`src/rtl/rkc_pkg.sv`:
```
package rkc_pkg;

   localparam int MAX_WIDTH_DEF  = 1024;
   localparam int MAX_HEIGHT_DEF = 1024;

   localparam int CSR_IDX_W  = 3;
   localparam int CSR_DATA_W = 48;

   localparam logic [CSR_IDX_W-1:0] CSR_IMAGE_WIDTH      = 3'd0;
   localparam logic [CSR_IDX_W-1:0] CSR_IMAGE_HEIGHT     = 3'd1;
   localparam logic [CSR_IDX_W-1:0] CSR_HAS_ALPHA        = 3'd2;
   localparam logic [CSR_IDX_W-1:0] CSR_COEFF_ROW_TOP    = 3'd3;
   localparam logic [CSR_IDX_W-1:0] CSR_COEFF_ROW_MID    = 3'd4;
   localparam logic [CSR_IDX_W-1:0] CSR_COEFF_ROW_BOTTOM = 3'd5;
   localparam logic [CSR_IDX_W-1:0] CSR_DIVISOR          = 3'd6;

   localparam logic [10:0] IMAGE_WIDTH_RST       = 11'd1024;
   localparam logic [10:0] IMAGE_HEIGHT_RST      = 11'd1024;
   localparam logic        HAS_ALPHA_RST         = 1'b1;
   localparam logic [47:0] COEFF_ROW_TOP_RST     = 48'h0000_0001_0000;
   localparam logic [47:0] COEFF_ROW_MID_RST     = 48'h0001_0004_0001;
   localparam logic [47:0] COEFF_ROW_BOTTOM_RST  = 48'h0000_0001_0000;
   localparam logic [15:0] DIVISOR_RST           = 16'd9;

   localparam logic OP_PIXEL = 1'b0;
   localparam logic OP_FLUSH = 1'b1;

   // Signed width of one channel sum: nine products of 8 by 16 bits.
   localparam int SUM_W = 28;

   typedef struct packed {
      logic       op;
      logic [7:0] red_in;
      logic [7:0] green_in;
      logic [7:0] blue_in;
      logic [7:0] alpha_in;
   } req_type;

   typedef struct packed {
      logic [7:0] red_out;
      logic [7:0] green_out;
      logic [7:0] blue_out;
      logic [7:0] alpha_out;
      logic       frame_last;
   } rsp_type;

   typedef struct packed {
      logic       start;
      logic [15:0] divisor;
   } div_ctl_type;

endpackage

```
`src/rtl/rkc_div.sv`:
```
module rkc_div (
   input  logic                                    clock,
   input  logic                                    reset,
   input  rkc_pkg::div_ctl_type                    ctl,
   input  logic signed [2:0][rkc_pkg::SUM_W-1:0]   sums,
   output logic                                    done,
   output logic [2:0][7:0]                         quot
);

   localparam int SW = rkc_pkg::SUM_W;
   localparam int CW = $clog2(SW + 1);

   logic [CW-1:0]        cnt_ff;
   logic                 busy_ff;
   logic                 done_ff;
   logic [2:0]           neg_ff;
   logic [2:0][15:0]     rem_ff;
   logic [2:0][SW-1:0]   num_ff;
   logic [15:0]          dvs_ff;
   logic [2:0][16:0]     trial;
   logic [2:0]           fits;

   always_comb begin
      for (int c = 0; c < 3; c++) begin
         trial[c] = {rem_ff[c], num_ff[c][SW-1]};
         fits[c]  = trial[c] >= {1'b0, dvs_ff};
      end
   end

   always_ff @(posedge clock) begin
      if (reset) begin
         busy_ff <= 1'b0;
         done_ff <= 1'b0;
         cnt_ff  <= '0;
      end else if (ctl.start) begin
         busy_ff <= 1'b1;
         done_ff <= 1'b0;
         cnt_ff  <= CW'(SW);
      end else if (busy_ff) begin
         cnt_ff  <= cnt_ff - 1'b1;
         busy_ff <= cnt_ff != CW'(1);
         done_ff <= cnt_ff == CW'(1);
      end else begin
         done_ff <= 1'b0;
      end
   end

   always_ff @(posedge clock) begin
      if (ctl.start) begin
         dvs_ff <= (ctl.divisor == '0) ? 16'd1 : ctl.divisor;
         for (int c = 0; c < 3; c++) begin
            neg_ff[c] <= sums[c][SW-1];
            num_ff[c] <= sums[c][SW-1] ? SW'(-sums[c]) : SW'(sums[c]);
            rem_ff[c] <= '0;
         end
      end else if (busy_ff) begin
         for (int c = 0; c < 3; c++) begin
            if (fits[c]) begin
               rem_ff[c] <= 16'(trial[c] - {1'b0, dvs_ff});
            end else begin
               rem_ff[c] <= trial[c][15:0];
            end
            num_ff[c] <= {num_ff[c][SW-2:0], fits[c]};
         end
      end
   end

   always_comb begin
      for (int c = 0; c < 3; c++) begin
         quot[c] = neg_ff[c] ? 8'(-num_ff[c][7:0]) : num_ff[c][7:0];
      end
   end

   assign done = done_ff;

endmodule

```
`config.mk`:
```
export PLATFORM = sky130hd
export DESIGN_NAME = rkc_div
export DESIGN_NICKNAME = d
export VERILOG_FILES = /design/src/rtl/rkc_pkg.sv /design/src/rtl/rkc_div.sv
export SDC_FILE = /design/constraint.sdc
export NUM_CORES = 1
export LEC_CHECK = 0
export ABC_CLOCK_PERIOD_IN_PS = 3800
export BUFFER_PORTS_ARGS = -buffer_cell sky130_fd_sc_hd__buf_2
export CAP_MARGIN = 20
export CELL_PAD_IN_SITES_DETAIL_PLACEMENT = 1
export CELL_PAD_IN_SITES_GLOBAL_PLACEMENT = 1
export CORE_MARGIN = 5
export CORE_UTILIZATION = 37
export CTS_BUF_LIST = sky130_fd_sc_hd__clkbuf_8
export CTS_CLUSTER_DIAMETER = 120
export DETAILED_ROUTE_END_ITERATION = 6
export MAX_ROUTING_LAYER = met4
export PLACE_DENSITY = 0.8
export SETUP_SLACK_MARGIN = 0.5
export SLEW_MARGIN = 10
export SYNTH_ARGS = -nofsm -noshare
export SYNTH_HDL_FRONTEND = slang
export SYNTH_SLANG_ARGS = --single-unit
```
`constraint.sdc`:
```
create_clock -name clock -period 3.8 [get_ports clock]
set_input_delay 0.57 -clock clock [delete_from_list [all_inputs] [get_ports clock]]
set_output_delay 0.57 -clock clock [all_outputs]
set_load 0.02 [all_outputs]
```
==> summary.txt, run 1 <==
Post-Route Utilization - 0.424
Final #Nets - 1460
GP Congestion - 0.875
Most frequent cell after synthesis - nor2_1
Clock slew at reported path FFs - 100 ps
CP startpoint kind - register
Pwr Total - 4.44 mW
Die height - 181 um
Setup WS post-layout - 730 ps
Max-slew violation count - 0
DR iter-0 viols - 518
Setup Viol. Count Final - 0
Root Buffer - clkbuf_8
Die area - 32800 um2
DP HPWL - 22400 um
# rows - 62
Post-synth design cell area - 10800 um2
Top-area cell type share of the netlist area - 0.285
Synthesized Nets - 1371
Combinational cell fraction of total power - 0.240
DR pass1 iterations - 5
Critical path depth in cells - 10
Core Area - 28800 um2
Worst r2r path cells - 10
IO Port Bufs - 127
Hold Crit Class - input pin to register
Top cells by count, synth - 125 x nor2_1, 115 x a21oi_1, 106 x nand2_1
Worst path slowest cell - nor3_1
Switch Pwr - 1.52 mW
Peak VDD IR - 222 uV
WL final - 29600 um
Via count - 9280
Largest net degree at the start of global routing - 114
Vias per cell - 5.47
Pint - 2.92 mW
Status - finished clean
Crit. End Element - register
P&R area growth vs syn - 12.7%
CTS Buf Count - 17
Chip Width - 181 um
Post-route cell area - 12200 um2
CP Class - register to register
Starting Density - 0.376
Worst r2r dst - rem_ff[2]
Sequential fraction of the synthesis area - 0.387
Pre-CTS setup slack - 826 ps
Final Hold Vio Count - 0
Sw Share - 0.342
Ratio of cells with drive above 1 in the final layout - 0.156
Syn Area/Cell - 8.96 um2
Seq pwr share - 0.471
Number of library cell types mapped by synthesis - 69
Fmax - 0.326 GHz
Period minus WS final - 3070 ps
Power share of the clock group - 0.288
Leak pwr - 4.85 nW
Clock Skews - 21.0 ps
Vias in the first global route - 9551
Post-synth top flop - edfxtp_1
Placed inst area - 11800 um2
Global-route wire length before repair - 48500 um
DRC viols - 0
Hold slack - 290 ps
Area leader, netlist - edfxtp_1
Post-route insts no fill - 1698
Synth area leaders - edfxtp_1 29%, dfxtp_1 10%, ha_1 6.5%
Startpoint of the worst hold path - ctl[4]
CTS tree - built
Relative slew margins - 0.457
# fillers - 3357
Worst-Skew Late Latency - 480 ps
Total negative setup slack - 0 ps
H-tree levels - 4
Placed cells - 1660
EDFF count, synth - 103
Total GRT Usage - 0.182
RSZ-0062 raised after global routing - false
Reg2Reg Launch Point - dvs_ff[8]
Largest stage delay on the critical path - 520 ps
Worst-Margin Slew - 814 ps
Critical path arrival - 3450 ps
CP bufs+invs - 2
Max_cap viols - 0
Syn. warnings - 0
Asr flop ratio synth - 0
Syn Inst Count - 1209
CTS Buffer Depth - 2
CP Launch Point - dvs_ff[8]
Worst Path Required - 4180 ps
Initial antenna violation count - 3
GRT overflow - 0
Pwr/cell area - 364 nW/um2
Post-route ant nets - 0
Final worst path period share - 0.808
Clk sinks - 158
Reg2Reg Setup Slack - 730 ps
Max FO, Critical Path - 12
Cells along the critical path - inv_1, ha_1, a21oi_1, o21ai_0, nor2b_1, nor3_1, nand2_1, buf_4, mux2i_1, a211oi_1
CP Capture Point - rem_ff[2]
Crit path max-delay family - simple AND/OR/NAND/NOR gates
Num ports - 128
Post-synthesis register bit count - 158
WL/cell - 17.4 um
==> layout by cell type, fill, tap and decap left out, drive strengths merged, types with 6 or more instances in the layout <==
master / instances
a211oi: 7
a21o: 15
a21oi: 115
a311oi: 10
buf: 139
clkbuf: 17
dfxtp: 55
edfxtp: 103
ha: 56
inv: 53
mux2: 10
mux2i: 24
nand2: 106
nand2b: 16
nand3: 21
nand4: 10
nor2: 126
nor2b: 13
nor3: 25
nor4: 12
o211ai: 6
o21a: 10
o21ai: 73
o31ai: 32
o41ai: 8
or3: 26
or4: 9
xnor2: 49
xor2: 80
==> how the worst min path moves through the flow <==
stage	endpoint	depth (start not counted)
3_5_place_dp	rem_ff[15]	2
3_3_place_gp	rem_ff[15]	2
4_1_cts	dvs_ff[4]	1
5_1_grt	dvs_ff[5]	1
2_1_floorplan	rem_ff[15]	2
6_report	dvs_ff[4]	1
==> worst register-to-register path: stages (launching register included) <==
cell      delay (ps)
edfxtp_1         380
inv_1            150
ha_1             330
a21oi_1          230
o21ai_0          160
nor2b_1          160
nor3_1           520
nand2_1          350
buf_4            290
mux2i_1          150
a211oi_1         250
==> cells by family (layout without fill, tap and decap cells) <==
kind of cell / Yosys count / count (layout) / share of synthesized area
simple gates: 390 / 390 / 0.174
compound gates: 326 / 326 / 0.190
flops: 158 / 158 / 0.387
xor+xnor: 129 / 129 / 0.104
buf+inv: 113 / 215 / 0.0412
fa+ha+maj: 59 / 59 / 0.0702
mux: 34 / 34 / 0.0326
other cells: 0 / 3 / 0
==> layer usage <==
metal  global-route usage  routed length [um]  part of all wire  vias up
met4               0.0438                 385             0.013        0
met3               0.0288                1140             0.038       29
met2                0.297               14100              0.47      182
met1                0.238               14000              0.47     4487
met5                    -                   0                 0        -
li1                     -                   -                 -     4582
==> power by group through the flow <==
stage | clock [mW] | combinational (mW) | sequential (mW)
finish | 1.28 | 1.07 | 2.09
global route | 1.40 | 1.18 | 2.11
CTS | 1.31 | 1.07 | 2.09
detailed placement | 0 | 1.06 | 2.13
global placement | 0 | 1.03 | 2.12
floorplan | 0 | 0.743 | 2.10
==> flip-flops by register name (all words and copies together) (netlist names) <==
name / cells
num_ff: 84
rem_ff: 48
dvs_ff: 16
cnt_ff: 5
neg_ff: 3
busy_ff: 1
done: 1
==> timing repair <==
item                                    4_1_cts  5_1_grt
hold buffers                                  0        0
gates resized for setup                       0        2
endpoints found under the setup margin        0       12
setup buffers                                 0        3
==> layout make-up <==
class | instances | area, um2 | share of cell area
Antenna cell | 3 | 7.51 | 0.000615
Multi-Input combinational cell | 938 | 6210 | 0.509
Inverter | 44 | 166 | 0.0136
Clock inverter | 15 | 163 | 0.0133
Timing Repair Buffer | 139 | 757 | 0.0620
Clock buffer | 17 | 234 | 0.0192
Tap cell | 384 | 480 | 0.0393
Sequential cell | 158 | 4190 | 0.343
Note: power is estimated with default switching activity, not from simulation.
==> run 2, diff against run 1 <==
--- a/config.mk
+++ b/config.mk
@@ -5,7 +5,7 @@
 export SDC_FILE = /design/constraint.sdc
 export NUM_CORES = 1
 export LEC_CHECK = 0
-export ABC_CLOCK_PERIOD_IN_PS = 3800
+export ABC_CLOCK_PERIOD_IN_PS = 2750
 export BUFFER_PORTS_ARGS = -buffer_cell sky130_fd_sc_hd__buf_2
 export CAP_MARGIN = 20
 export CELL_PAD_IN_SITES_DETAIL_PLACEMENT = 1
@@ -16,7 +16,7 @@
 export CTS_CLUSTER_DIAMETER = 120
 export DETAILED_ROUTE_END_ITERATION = 6
 export MAX_ROUTING_LAYER = met4
-export PLACE_DENSITY = 0.8
+export PLACE_DENSITY = 0.83
 export SETUP_SLACK_MARGIN = 0.5
 export SLEW_MARGIN = 10
 export SYNTH_ARGS = -nofsm -noshare
==> constraint.sdc (replaced) <==
create_clock -name clock -period 2.75 [get_ports clock]
set_input_delay 0.4125 -clock clock [delete_from_list [all_inputs] [get_ports clock]]
set_output_delay 0.4125 -clock clock [all_outputs]
set_load 0.02 [all_outputs]
==> run 2 against run 1 <==
Net effect:
- routed wire length grew 30%
- flip-flop and latch count unchanged
- first-iteration DRC count is 34% higher
- register-to-register slack worse by 670 ps
- clock-buffer cell count is 2 higher
- final cell count is 5.0% higher
- setup slack got worse by 670 ps
- via count grew 11%
- clock skew shrank 7.7 ps
==> summary.txt, run 2 (synthesis gave the netlist of run 1 again) <==
Status - finished clean
CTS tree - built
Initial antenna violation count - 4
CP Class - register to register
Cells along the critical path - inv_2, ha_4, nor2b_4, o2111ai_4, a21oi_2, o211ai_1, buf_4, a211oi_4, buf_6, buf_16, mux2i_2, a211oi_1
DR iter-0 viols - 692
Commonest non-fill, non-tap cell in the layout - nor2_1
Worst path slowest cell - edfxtp_1
Regs by FF count - num_ff x84, rem_ff x48, dvs_ff x16
Met1 usage - 0.266
Period minus WS final - 2690 ps
Largest Register - num_ff
Final worst path period share - 0.978
Final Hold Vio Count - 0
CP startpoint kind - register
Core Area - 28800 um2
Starting Density - 0.376
Post-route insts no fill - 1783
Setup Viol. Count Final - 0
IO Port Bufs - 127
Final #Nets - 1543
Clk sinks - 158
Die area - 32800 um2
Die height - 181 um
Peak VDD IR - 306 uV
CP bufs+invs - 4
DP HPWL - 22800 um
GR peak layer - met2
Max FO, Critical Path - 5
Vias per cell - 5.78
Switch Pwr - 2.36 mW
# rows - 62
Power share of the clock group - 0.256
Pint - 4.32 mW
Via count - 10.3k
Num ports - 128
Critical path arrival - 3070 ps
Total GRT Usage - 0.219
Leading cell types in the layout, fill and taps excluded - 121 x nor2_1, 110 x buf_2, 103 x edfxtp_1, 96 x a21oi_1, 92 x nand2_1
Worst-Margin Slew - 907 ps
DR pass1 iterations - 4
Clock Skews - 13.3 ps
WL/cell - 21.6 um
# fillers - 3194
H-tree levels - 4
Pre-CTS setup slack - -20.5 ps
Crit path max-delay family - compound AO/OA/AOI/OAI gates
Max_cap viols - 0
RSZ-0062 raised after global routing - true
GP Congestion - 0.867
Fmax - 0.372 GHz
Combinational cell fraction of total power - 0.309
Post-route ant nets - 0
Root Buffer - clkbuf_8
Hold-fix buffer count after cts - 0
Global-route wire length before repair - 57000 um
Crit. End Element - register
CTS Buffer Depth - 2
Largest stage delay on the critical path - 390 ps
Chip Width - 181 um
DRC viols - 0
Pwr/cell area - 471 nW/um2
Leak pwr - 5.48 nW
Largest net degree at the start of global routing - 86
Ratio of cells with drive above 1 in the final layout - 0.337
Reg2Reg Setup Slack - 60 ps
Placed cells - 1673
M2 GR Usage - 0.365
WL final - 38600 um
Hold slack - 102 ps
Vias in the first global route - 10.8k
Relative slew margins - 0.396
Sw Share - 0.353
Total negative setup slack - 0 ps
Max reg flops - 84
Setup WS post-layout - 59.4 ps
Clock slew at reported path FFs - 100 ps
GRT overflow - 0
Max-slew violation count - 0
GR Util met3 - 0.0392
Worst Path Required - 3120 ps
P&R area growth vs syn - 30.9%
CTS Buf Count - 17
Worst-Skew Late Latency - 500 ps
Hold Crit Class - input pin to register
Seq pwr share - 0.435
[run 2: changes by cell type in the layout (fill, tap and decap cells not counted), sizes merged]
cell | before | now
inv | 53 | 52
diode | 3 | 5
buf | 139 | 221
and2 | 4 | 5
clkinvlp | 1 | 2
clkinv | 5 | 3
clkbuf | 17 | 19
[run 2: final cells by class]
class | instances | area [um2] | area share
sequential | 158 | 4190 | 0.296
clock inverter | 13 | 85.1 | 0.00600
tap | 384 | 480 | 0.0339
antenna | 5 | 12.5 | 0.000882
multi-input combinational | 939 | 7430 | 0.524
clock buffer | 19 | 262 | 0.0184
inverter | 44 | 174 | 0.0123
timing repair buffer | 221 | 1540 | 0.109
[run 2: layer usage]
metal | wire, um | vias to the layer above
li1 | - | 4741
met1 | 15600 | 5048
met2 | 19300 | 382
met3 | 1920 | 132
met4 | 1650 | 0
met5 | 0 | -
[run 2: power by group through the flow]
stage                     Clock, mW  Sequential [mW]  Combinational, mW
after floorplan                   0             2.90               1.05
after global placement            0             2.93               1.46
after detailed placement          0             2.94               1.51
after CTS                      1.70             2.88               1.77
after global routing           1.83             2.92               2.21
final                          1.71             2.90               2.06
[run 2: worst reg2reg max path, stage by stage (launching register included)]
cell	delay, ps
edfxtp_1	390
inv_2	90
ha_4	270
nor2b_4	180
o2111ai_4	130
a21oi_2	200
o211ai_1	120
buf_4	170
a211oi_4	270
buf_6	160
buf_16	120
mux2i_2	90
a211oi_1	370
[run 2: through the flow]
step	util	cell area, um2	power, mW
finish	0.493	14200	6.67
detailed placement	0.418	12000	4.45
global route	0.493	14200	6.96
floorplan	-	11000	3.96
global placement	0.418	12000	4.39
CTS	0.466	13400	6.35
[run 2: worst paths after layout]
check                    end  cells after the start        from
setup reg to reg  rem_ff[39]                     12   dvs_ff[1]
setup / recovery  rem_ff[39]                     12   dvs_ff[1]
hold reg to reg   rem_ff[44]                      2  rem_ff[44]
hold / removal     dvs_ff[5]                      1      ctl[5]
[run 2: what timing repair did]
action	CTS	global route
hold endpoints to repair	0	0
resized for setup	159	112
buffers inserted	41	29
endpoints found under the setup margin	65	68
pin swaps	57	57
cloned	3	0
